--- src/hdl/rau_pkg.sv ---
// ----------------------------------------------------------------------------
// rau_pkg: shared types and constants for the rational arithmetic unit
// Field widths, action codes, controller states and the command/status
// structs that join the controller and the datapath.
// ----------------------------------------------------------------------------
`default_nettype none
package rau_pkg;
	localparam int OperandWidth = 16;
	localparam int DenWidth     = OperandWidth - 1;
	localparam int ProdWidth    = 2 * OperandWidth;
	localparam int MagWidth     = ProdWidth;
	localparam int ResNumWidth  = 32;
	localparam int ResDenWidth  = 30;
	localparam int CntWidth     = $clog2(MagWidth + 1);

	typedef enum logic [2:0] {
		ACT_ADD = 3'd0,
		ACT_SUB = 3'd1,
		ACT_MUL = 3'd2,
		ACT_DIV = 3'd3,
		ACT_CMP = 3'd4
	} action_t;

	typedef struct packed {
		logic [2:0]                     action;
		logic signed [OperandWidth-1:0] a_num;
		logic [DenWidth-1:0]            a_den;
		logic signed [OperandWidth-1:0] b_num;
		logic [DenWidth-1:0]            b_den;
	} rau_in_t;

	typedef struct packed {
		logic signed [ResNumWidth-1:0] res_num;
		logic [ResDenWidth-1:0]        res_den;
		logic                          less;
		logic                          equal;
		logic                          greater;
		logic                          div_by_zero;
	} rau_out_t;

	typedef enum logic [3:0] {
		ST_IDLE,
		ST_PROD,
		ST_FORM,
		ST_GCD_LOAD,
		ST_GCD_DIV,
		ST_GCD_STEP,
		ST_RED_NUM,
		ST_RED_NUM_WAIT,
		ST_RED_DEN,
		ST_RED_DEN_WAIT,
		ST_DONE
	} state_t;

	// controller to datapath
	typedef struct packed {
		logic load;
		logic prod;
		logic form;
		logic gcd_load;
		logic div_start_gcd;
		logic gcd_step;
		logic div_start_num;
		logic take_num;
		logic div_start_den;
		logic take_den;
		logic finish;
	} rau_cmd_t;

	// datapath to controller
	typedef struct packed {
		logic div_done;
		logic rem_zero;
		logic skip_reduce;
	} rau_sts_t;
endpackage
`default_nettype wire

--- src/hdl/rau_divider.sv ---
// ----------------------------------------------------------------------------
// rau_divider: restoring unsigned divider, one quotient bit per cycle
// Shared by the Euclid remainder steps and the two exact reductions.
// ----------------------------------------------------------------------------
`default_nettype none
module rau_divider import rau_pkg::*; (
	input  wire logic                clk,
	input  wire logic                arst_n,
	input  wire logic                start,
	input  wire logic [MagWidth-1:0] dividend,
	input  wire logic [MagWidth-1:0] divisor,
	output logic                     done,
	output logic [MagWidth-1:0]      quotient,
	output logic [MagWidth-1:0]      remainder
);
	logic [MagWidth-1:0] quo_q;
	logic [MagWidth-1:0] rem_q;
	logic [MagWidth-1:0] dsr_q;
	logic [CntWidth-1:0] cnt_q;
	logic                busy_q;
	logic [MagWidth:0]   trial;
	logic [MagWidth:0]   diff;

	assign trial = {rem_q, quo_q[MagWidth-1]};
	assign diff  = trial - {1'b0, dsr_q};

	always_ff @(posedge clk or negedge arst_n) begin
		if (!arst_n) begin
			busy_q <= 1'b0;
			cnt_q  <= '0;
			done   <= 1'b0;
		end else begin
			done <= 1'b0;
			if (start) begin
				busy_q <= 1'b1;
				cnt_q  <= CntWidth'(MagWidth);
			end else if (busy_q) begin
				cnt_q <= cnt_q - 1'b1;
				if (cnt_q == CntWidth'(1)) begin
					busy_q <= 1'b0;
					done   <= 1'b1;
				end
			end
		end
	end

	always_ff @(posedge clk) begin
		if (start) begin
			quo_q <= dividend;
			rem_q <= '0;
			dsr_q <= divisor;
		end else if (busy_q) begin
			if (!diff[MagWidth]) begin
				rem_q <= diff[MagWidth-1:0];
				quo_q <= {quo_q[MagWidth-2:0], 1'b1};
			end else begin
				rem_q <= trial[MagWidth-1:0];
				quo_q <= {quo_q[MagWidth-2:0], 1'b0};
			end
		end
	end

	assign quotient  = quo_q;
	assign remainder = rem_q;
endmodule
`default_nettype wire

--- src/hdl/rau_datapath.sv ---
// ----------------------------------------------------------------------------
// rau_datapath: operand registers, cross products, gcd and reduction
// Executes controller commands; one multiplier and one shared divider.
// ----------------------------------------------------------------------------
`default_nettype none
module rau_datapath import rau_pkg::*; (
	input  wire logic     clk,
	input  wire logic     arst_n,
	input  wire rau_in_t  in_item,
	input  wire rau_cmd_t cmd,
	output rau_sts_t      sts,
	output rau_out_t      result
);
	logic [2:0]                   act_q;
	logic signed [OperandWidth:0] an_q, bn_q;
	logic [DenWidth-1:0]          ad_q, bd_q;
	logic [1:0]                   pcnt_q;
	logic signed [ProdWidth+1:0]  left_q, right_q;
	logic [ProdWidth-1:0]         dd_q, mm_q;
	logic [MagWidth-1:0]          n_q, d_q, x_q, y_q, rn_q;
	logic                         neg_q, dz_q, skip_q;
	logic                         lt_q, eq_q, gt_q;
	logic signed [OperandWidth:0] mul_a, mul_b;
	logic signed [ProdWidth+1:0]  mul_p;
	logic signed [ProdWidth+2:0]  sum;
	logic [MagWidth-1:0]          div_n, div_d, quo, rem;
	logic                         div_start, div_done;

	always_comb begin
		unique case (pcnt_q)
			2'd0:    begin mul_a = an_q; mul_b = $signed({2'b0, bd_q}); end
			2'd1:    begin mul_a = $signed({2'b0, ad_q}); mul_b = bn_q; end
			2'd2:    begin mul_a = $signed({2'b0, ad_q}); mul_b = $signed({2'b0, bd_q}); end
			default: begin
				mul_a = an_q[OperandWidth] ? -an_q : an_q;
				mul_b = bn_q[OperandWidth] ? -bn_q : bn_q;
			end
		endcase
	end
	assign mul_p = (ProdWidth+2)'(mul_a * mul_b);

	always_comb begin
		if (act_q == ACT_SUB) sum = (ProdWidth+3)'(left_q) - (ProdWidth+3)'(right_q);
		else                  sum = (ProdWidth+3)'(left_q) + (ProdWidth+3)'(right_q);
	end

	always_ff @(posedge clk or negedge arst_n) begin
		if (!arst_n) pcnt_q <= '0;
		else if (cmd.load) pcnt_q <= '0;
		else if (cmd.prod) pcnt_q <= pcnt_q + 1'b1;
	end

	always_ff @(posedge clk) begin
		if (cmd.load) begin
			act_q <= in_item.action;
			an_q  <= (OperandWidth+1)'(in_item.a_num);
			bn_q  <= (OperandWidth+1)'(in_item.b_num);
			ad_q  <= (in_item.a_den == '0) ? DenWidth'(1) : in_item.a_den;
			bd_q  <= (in_item.b_den == '0) ? DenWidth'(1) : in_item.b_den;
		end
		if (cmd.prod) begin
			unique case (pcnt_q)
				2'd0:    left_q  <= mul_p;
				2'd1:    right_q <= mul_p;
				2'd2:    dd_q    <= ProdWidth'(mul_p);
				default: mm_q    <= ProdWidth'(mul_p);
			endcase
		end
		if (cmd.form) begin
			lt_q <= 1'b0; eq_q <= 1'b0; gt_q <= 1'b0; dz_q <= 1'b0;
			skip_q <= 1'b1; neg_q <= 1'b0; n_q <= '0; d_q <= MagWidth'(1);
			unique case (act_q)
				ACT_ADD, ACT_SUB: begin
					neg_q  <= sum[ProdWidth+2];
					n_q    <= MagWidth'(sum[ProdWidth+2] ? -sum : sum);
					d_q    <= dd_q;
					skip_q <= 1'b0;
				end
				ACT_MUL: begin
					neg_q  <= an_q[OperandWidth] ^ bn_q[OperandWidth];
					n_q    <= mm_q;
					d_q    <= dd_q;
					skip_q <= 1'b0;
				end
				ACT_DIV: begin
					if (bn_q == '0) dz_q <= 1'b1;
					else begin
						neg_q  <= an_q[OperandWidth] ^ bn_q[OperandWidth];
						n_q    <= MagWidth'(left_q[ProdWidth+1] ? -left_q : left_q);
						d_q    <= MagWidth'(right_q[ProdWidth+1] ? -right_q : right_q);
						skip_q <= 1'b0;
					end
				end
				ACT_CMP: begin
					lt_q <= left_q < right_q;
					eq_q <= left_q == right_q;
					gt_q <= left_q > right_q;
				end
				default: ;
			endcase
		end
		if (cmd.gcd_load) begin
			x_q <= n_q;
			y_q <= d_q;
		end
		if (cmd.gcd_step) begin
			x_q <= y_q;
			y_q <= rem;
		end
		if (cmd.take_num) rn_q <= quo;
		if (cmd.take_den) begin
			if (rn_q == '0) begin
				n_q <= '0; d_q <= MagWidth'(1); neg_q <= 1'b0;
			end else begin
				n_q <= rn_q; d_q <= quo;
			end
		end
	end

	always_comb begin
		div_start = cmd.div_start_gcd | cmd.div_start_num | cmd.div_start_den;
		if (cmd.div_start_gcd) begin
			div_n = x_q; div_d = y_q;
		end else if (cmd.div_start_num) begin
			div_n = n_q; div_d = x_q;
		end else begin
			div_n = d_q; div_d = x_q;
		end
	end

	rau_divider u_div (
		.clk      (clk),
		.arst_n   (arst_n),
		.start    (div_start),
		.dividend (div_n),
		.divisor  (div_d),
		.done     (div_done),
		.quotient (quo),
		.remainder(rem)
	);

	assign sts.div_done    = div_done;
	assign sts.rem_zero    = (y_q == '0);
	assign sts.skip_reduce = skip_q;

	logic [MagWidth-1:0] sn;
	assign sn = neg_q ? -n_q : n_q;

	always_ff @(posedge clk) begin
		if (cmd.finish) begin
			result.res_num     <= ResNumWidth'(sn);
			result.res_den     <= ResDenWidth'(d_q);
			result.less        <= lt_q;
			result.equal       <= eq_q;
			result.greater     <= gt_q;
			result.div_by_zero <= dz_q;
		end
	end
endmodule
`default_nettype wire

--- src/hdl/rau_controller.sv ---
// ----------------------------------------------------------------------------
// rau_controller: sequencer for the rational arithmetic unit
// Steps products, Euclid loop and reductions; raises busy and done.
// ----------------------------------------------------------------------------
`default_nettype none
module rau_controller import rau_pkg::*; (
	input  wire logic     clk,
	input  wire logic     arst_n,
	input  wire logic     start,
	input  wire rau_sts_t sts,
	output rau_cmd_t      cmd,
	output logic          busy,
	output logic          done
);
	state_t state_q, state_d;
	logic [1:0] pcnt_q;

	always_ff @(posedge clk or negedge arst_n) begin
		if (!arst_n) begin
			state_q <= ST_IDLE;
			pcnt_q  <= '0;
			done    <= 1'b0;
		end else begin
			state_q <= state_d;
			done    <= (state_q == ST_DONE);
			if (state_q == ST_PROD) pcnt_q <= pcnt_q + 1'b1;
			else                    pcnt_q <= '0;
		end
	end

	always_comb begin
		state_d = state_q;
		unique case (state_q)
			ST_IDLE:         if (start) state_d = ST_PROD;
			ST_PROD:         if (pcnt_q == 2'd3) state_d = ST_FORM;
			ST_FORM:         state_d = ST_GCD_LOAD;
			ST_GCD_LOAD:     state_d = ST_GCD_STEP;
			ST_GCD_STEP:     begin
				if (sts.skip_reduce) state_d = ST_DONE;
				else if (sts.rem_zero) state_d = ST_RED_NUM;
				else state_d = ST_GCD_DIV;
			end
			ST_GCD_DIV:      if (sts.div_done) state_d = ST_GCD_STEP;
			ST_RED_NUM:      state_d = ST_RED_NUM_WAIT;
			ST_RED_NUM_WAIT: if (sts.div_done) state_d = ST_RED_DEN;
			ST_RED_DEN:      state_d = ST_RED_DEN_WAIT;
			ST_RED_DEN_WAIT: if (sts.div_done) state_d = ST_DONE;
			ST_DONE:         state_d = ST_IDLE;
			default:         state_d = ST_IDLE;
		endcase
	end

	always_comb begin
		cmd = '0;
		busy = (state_q != ST_IDLE);
		unique case (state_q)
			ST_IDLE:     cmd.load = start;
			ST_PROD:     cmd.prod = 1'b1;
			ST_FORM:     cmd.form = 1'b1;
			ST_GCD_LOAD: cmd.gcd_load = 1'b1;
			ST_GCD_STEP: if (!sts.skip_reduce && !sts.rem_zero) cmd.div_start_gcd = 1'b1;
			ST_GCD_DIV:  cmd.gcd_step = sts.div_done;
			ST_RED_NUM:  cmd.div_start_num = 1'b1;
			ST_RED_NUM_WAIT: cmd.take_num = sts.div_done;
			ST_RED_DEN:  cmd.div_start_den = 1'b1;
			ST_RED_DEN_WAIT: cmd.take_den = sts.div_done;
			ST_DONE:     cmd.finish = 1'b1;
			default: ;
		endcase
	end
endmodule
`default_nettype wire

--- src/hdl/rational_arith_unit.sv ---
// ----------------------------------------------------------------------------
// rational_arith_unit: exact add, subtract, multiply, divide and compare
// Top level joining the sequencer and the datapath.
// ----------------------------------------------------------------------------
// Usage:
//   Drive the operand item on in_item and pulse start while busy is low;
//   the item is taken at that edge and busy rises. One result item appears
//   on result, marked by done, high for exactly one cycle; the receiver
//   cannot stall it, so capture it on that cycle.
// Sequence: the cross products are formed on the single multiplier, the
//   operands are formed and loaded, then the Euclid loop runs, each
//   remainder step being one division on the shared bit-serial divider,
//   then two exact divisions reduce the numerator and the denominator.
//   Compares, divide by zero and unused actions skip the Euclid loop and
//   the reductions. One item at a time; busy is low again in the cycle
//   that carries the result, so the next item may be taken there. The
//   divider sets the rate.
// Reset: arst_n clears the sequencer to idle at once; no result is pending
//   after reset and busy is low.
// ----------------------------------------------------------------------------
`default_nettype none
module rational_arith_unit import rau_pkg::*; (
	input  wire logic    clk,
	input  wire logic    arst_n,
	input  wire logic    start,
	input  wire rau_in_t in_item,
	output logic         busy,
	output logic         done,
	output rau_out_t     result
);
	rau_cmd_t cmd;
	rau_sts_t sts;

	// sequence the work
	rau_controller u_ctrl (
		.clk   (clk),
		.arst_n(arst_n),
		.start (start),
		.sts   (sts),
		.cmd   (cmd),
		.busy  (busy),
		.done  (done)
	);

	// hold operands and compute
	rau_datapath u_dp (
		.clk    (clk),
		.arst_n (arst_n),
		.in_item(in_item),
		.cmd    (cmd),
		.sts    (sts),
		.result (result)
	);

	// a result strobe ends the item, so busy has dropped
	a_done_idle: assert property (@(posedge clk) disable iff (!arst_n)
		done |-> !busy) else $error("done while busy");
	// an accepted item always makes the block busy
	a_start_busy: assert property (@(posedge clk) disable iff (!arst_n)
		(start && !busy) |=> busy) else $error("item not taken");
	// arithmetic results never carry a zero denominator
	a_den_nonzero: assert property (@(posedge clk) disable iff (!arst_n)
		done |-> result.res_den != '0) else $error("zero denominator");
	// compare flags are exclusive
	a_flags: assert property (@(posedge clk) disable iff (!arst_n)
		done |-> $onehot0({result.less, result.equal, result.greater}))
		else $error("flags clash");
endmodule
`default_nettype wire

--- config.mk ---
export PLATFORM = sky130hd
export DESIGN_NAME = rational_arith_unit
export DESIGN_NICKNAME = d
export VERILOG_FILES = /design/src/hdl/rau_pkg.sv /design/src/hdl/rau_divider.sv /design/src/hdl/rau_datapath.sv /design/src/hdl/rau_controller.sv /design/src/hdl/rational_arith_unit.sv
export SDC_FILE = /design/constraint.sdc
export NUM_CORES = 2
export LEC_CHECK = 0
export ABC_AREA = 0
export BUFFER_PORTS_ARGS = -buffer_cell sky130_fd_sc_hd__buf_2
export CAP_MARGIN = 15
export CELL_PAD_IN_SITES_DETAIL_PLACEMENT = 1
export CELL_PAD_IN_SITES_GLOBAL_PLACEMENT = 1
export CORE_MARGIN = 5
export CORE_UTILIZATION = 46
export CTS_CLUSTER_DIAMETER = 100
export DETAILED_ROUTE_END_ITERATION = 8
export HOLD_SLACK_MARGIN = 0.03
export PLACE_DENSITY = 0.87
export SLEW_MARGIN = 20
export SYNTH_ARGS = -nofsm -noshare
export SYNTH_HDL_FRONTEND = slang
export SYNTH_SLANG_ARGS = --single-unit
--- constraint.sdc ---
create_clock -name clk -period 7.8 [get_ports clk]
set_input_delay 0.78 -clock clk [delete_from_list [all_inputs] [get_ports clk]]
set_output_delay 0.78 -clock clk [all_outputs]
set_load 0.005 [all_outputs]
==> flow_metrics.env <==
export IMPL_outcome="finished with violations"
export IMPL_violations="negative setup slack"
export IMPL_multi_input_area_sq_um=23600
export IMPL_grt_pass1_vias=37400
export IMPL_async_flop_share_pct=3.14
export IMPL_grt_first_pass_wirelength_microns=227000
export IMPL_nFillCells=9763
export IMPL_start_util_pct=46.2
export IMPL_rows=110
export IMPL_antenna_found_initial=10
export IMPL_rr_worst_depth=33
export IMPL_worstSkewPairLatency_ns=0.70
export IMPL_port_buffers=135
export IMPL_routed_wl_microns=156000
export IMPL_cp_end_kind="register"
export IMPL_utilization_pct=52.7
export IMPL_drt_first_pass_iters=6
export IMPL_cpMaxStageDelayCell="fa_1"
export IMPL_grt_max_degree=87
export IMPL_clock_root_buffer="clkbuf_16"
export IMPL_r2r_slack_ns=-0.16
export IMPL_drive_gt1_share_pct=16.5
export IMPL_ant_nets=0
export IMPL_fp_dieW_microns=310
export IMPL_syn_area_sq_um=41400
export IMPL_finalInstanceArea_sq_um=47200
export IMPL_ys_top_cells_by_count="508 x inv_1, 492 x edfxtp_1, 353 x nor2_1"
export IMPL_start_kind="register"
export IMPL_core_area_sq_um=89600
export IMPL_fin_crit_ns=7.96
export IMPL_dp_hpwl_microns=113000
export IMPL_final_nets=4887
export IMPL_ys_seq_elements=542
export IMPL_clockBufferDepth=3
export IMPL_synth_edf_count=492
export IMPL_synth_net_count=4676
export IMPL_cap_violations=0
export IMPL_gp_congestion=0.940
export IMPL_finalCritPeriodShare_pct=102
export IMPL_grtUsageMet1_pct=35.1
export IMPL_tightestPinTransition_ns=1.13
export IMPL_wl_per_cell_microns=28.1
export IMPL_dieArea_sq_um=96100
export IMPL_io_pins=136
export IMPL_cts_sinks=542
export IMPL_grt_usage_pct=30.8
export IMPL_vias=34800
export IMPL_syn_inst=4110
export IMPL_yosysSeqAreaShare_pct=38.3
export IMPL_r2r_end="u_dp.left_q[32]"
export IMPL_rsz0062_at_grt="true"
export IMPL_hp_class="in -> async"
export IMPL_yosys_area_top_type="edfxtp_1"
export IMPL_vias_per_cell=6.26
export IMPL_drc_errors=0
export IMPL_seqCellArea_sq_um=15900
export IMPL_yosysWarnings=0
export IMPL_grt_busiest_layer="met2"
export IMPL_use_met3_pct=5.78
export IMPL_slew_viol_final=0
export IMPL_crit_type="reg -> reg"
export IMPL_critPathRequiredTime_ns=8.24
export IMPL_grt_util_met2_pct=54.1
export IMPL_setup_viol=28
export IMPL_yosys_top_cells_area="edfxtp_1 36%, fa_1 14%, ha_1 6.0%, inv_1 4.6%, xnor2_1 3.7%"
export IMPL_numCtsBuffers=58
export IMPL_layout_setup_ws_ns=-0.158
export IMPL_grt_ovfl_total=0
export IMPL_die_y_microns=310
export IMPL_hold_viol=0
export IMPL_cts_tree="yes"
export IMPL_timing_rr_start="u_dp.bn_q[0]"
export IMPL_syn2layout_area_growth_pct=14.1
export IMPL_timing_critical_path_fanout_max=6
export IMPL_yosysMostFrequentCell="inv_1"
export IMPL_post_dp_cell_area_sq_um=44300
export IMPL_syn_area_per_cell_sq_um=10.1
export IMPL_ys_types=92
export IMPL_cts_reportedPaths_clkPinSlew_ns=0.06
export IMPL_final_setup_skew_ns=0.0733
export IMPL_critPathArrivalTime_ns=8.40
export IMPL_timing_slew_headroom_pct=24.3
export IMPL_fmax_ghz=0.126
export IMPL_drt_initial_drc_count=3365
export IMPL_synth_top_area_share_pct=35.7
export IMPL_synthFlopType="edfxtp_1"
export IMPL_slowest_delay_ns=0.53
export IMPL_h_tree_depth=2
flip-flops by register name (all words and copies together), names as in the netlist, 16 cells and up:
signal and flops:
u_dp.result 66, u_dp.left_q 34, u_dp.right_q 34, u_dp.d_q 32, u_dp.dd_q 32, u_dp.mm_q 32, u_dp.n_q 32, u_dp.rn_q 32
u_dp.u_div.dsr_q 32, u_dp.u_div.quotient 32, u_dp.u_div.remainder 32, u_dp.x_q 32, u_dp.y_q 32, u_dp.an_q 16, u_dp.bn_q 16
layout make-up:
| type | instances | share of cell area [%] |
|---|---|---|
| Sequential cell | 542 | 33.6 |
| Timing Repair Buffer | 358 | 5.26 |
| Multi-Input combinational cell | 2849 | 50.0 |
| Antenna cell | 3 | 0.0159 |
| Clock inverter | 26 | 0.575 |
| Tap cell | 1176 | 3.12 |
| Clock buffer | 84 | 3.41 |
| Inverter | 512 | 4.08 |
metal layers:
metal / up-vias / routed length (microns)
met2: 1800 / 76900
met3: 726 / 11200
met1: 17600 / 55100
li1: 14700 / -
met4: 14 / 12600
met5: - / 115
per-stage QoR:
step | std cells | hold slack, ns | setup slack (ns) | TNS, ns
final | 5550 | 0.0672 | -0.158 | -2.86
after global routing | 5547 | 0.0978 | -0.309 | -7.02
after CTS | 5519 | 0.0638 | 0.0230 | 0
after detailed placement | 5398 | 0.441 | -0.657 | -11.60
after global placement | 5398 | 0.422 | -0.176 | -0.913
after floorplan | 4110 | 0.400 | 0.0353 | 0
critical path, delay by kind of cell, from the launching register on:
family | cells | cell delay [ns]
AND/OR/NAND/NOR | 3 | 0.63
flip-flops | 1 | 0.41
XOR/XNOR | 2 | 0.37
AO/OA/AOI/OAI | 11 | 1.85
adder cells (fa/ha/maj) | 7 | 3.31
buffers and inverters | 10 | 1.15
repair_timing:
| action | 4_1_cts | 5_1_grt |
|---|---|---|
| gates cloned | 0 | 1 |
| endpoints found under the setup margin | 40 | 44 |
| hold endpoints to repair | 0 | 0 |
| resized for setup | 47 | 120 |
| hold buffers | 0 | 0 |
| buffers inserted | 12 | 27 |
| pin swaps | 11 | 55 |
how the worst max path moves through the flow:
| stage | start | to | slack [ns] |
|---|---|---|---|
| floorplan | u_dp.pcnt_q[0] | u_dp.left_q[32] | 0.04 |
| global placement | u_dp.bn_q[1] | u_dp.left_q[33] | -0.18 |
| detailed placement | u_dp.bn_q[0] | u_dp.right_q[33] | -0.66 |
| CTS | u_dp.bn_q[0] | u_dp.right_q[33] | 0.02 |
| global route | u_dp.bn_q[0] | u_dp.left_q[32] | -0.31 |
| finish | u_dp.bn_q[0] | u_dp.left_q[32] | -0.16 |
kinds of logic (layout without fill, tap and decap cells):
kind of cell             after synthesis  in the layout  synth area share [%]
flip-flops                           542            542                  38.3
AND/OR/NAND/NOR                     1079           1079                  12.1
AO/OA/AOI/OAI                        899            899                  13.8
other                                  0              3                     0
XOR/XNOR                             230            230                  4.87
buffers and inverters                719            980                  6.65
multiplexers                         143            143                  3.75
adder cells (fa/ha/maj)              498            498                  20.5
cell usage in the layout, fill, tap and decap left out, drive strengths merged, types with 22 or more instances in the layout:
cell type	Yosys	layout
inv	509	512
edfxtp	492	492
buf	42	357
nor2	353	353
nand2	349	349
fa	299	299
o21ai	263	263
a21oi	219	219
ha	199	199
xnor2	173	173
mux2	96	96
clkbuf	165	84
a22oi	65	65
xor2	57	57
o31ai	57	57
nand3	49	49
nor3	48	48
nor4	48	48
mux2i	47	47
a21o	47	47
nand2b	39	39
dfxtp	33	33
or3	33	33
a221oi	29	29
nor2b	27	27
and2	26	26
nand4	25	25
a31oi	24	24
o22ai	23	23
o211ai	22	22
Power is left out: the tool's default activity adds up to more than one toggle a clock period on the data nets, which glitch-free logic cannot reach.
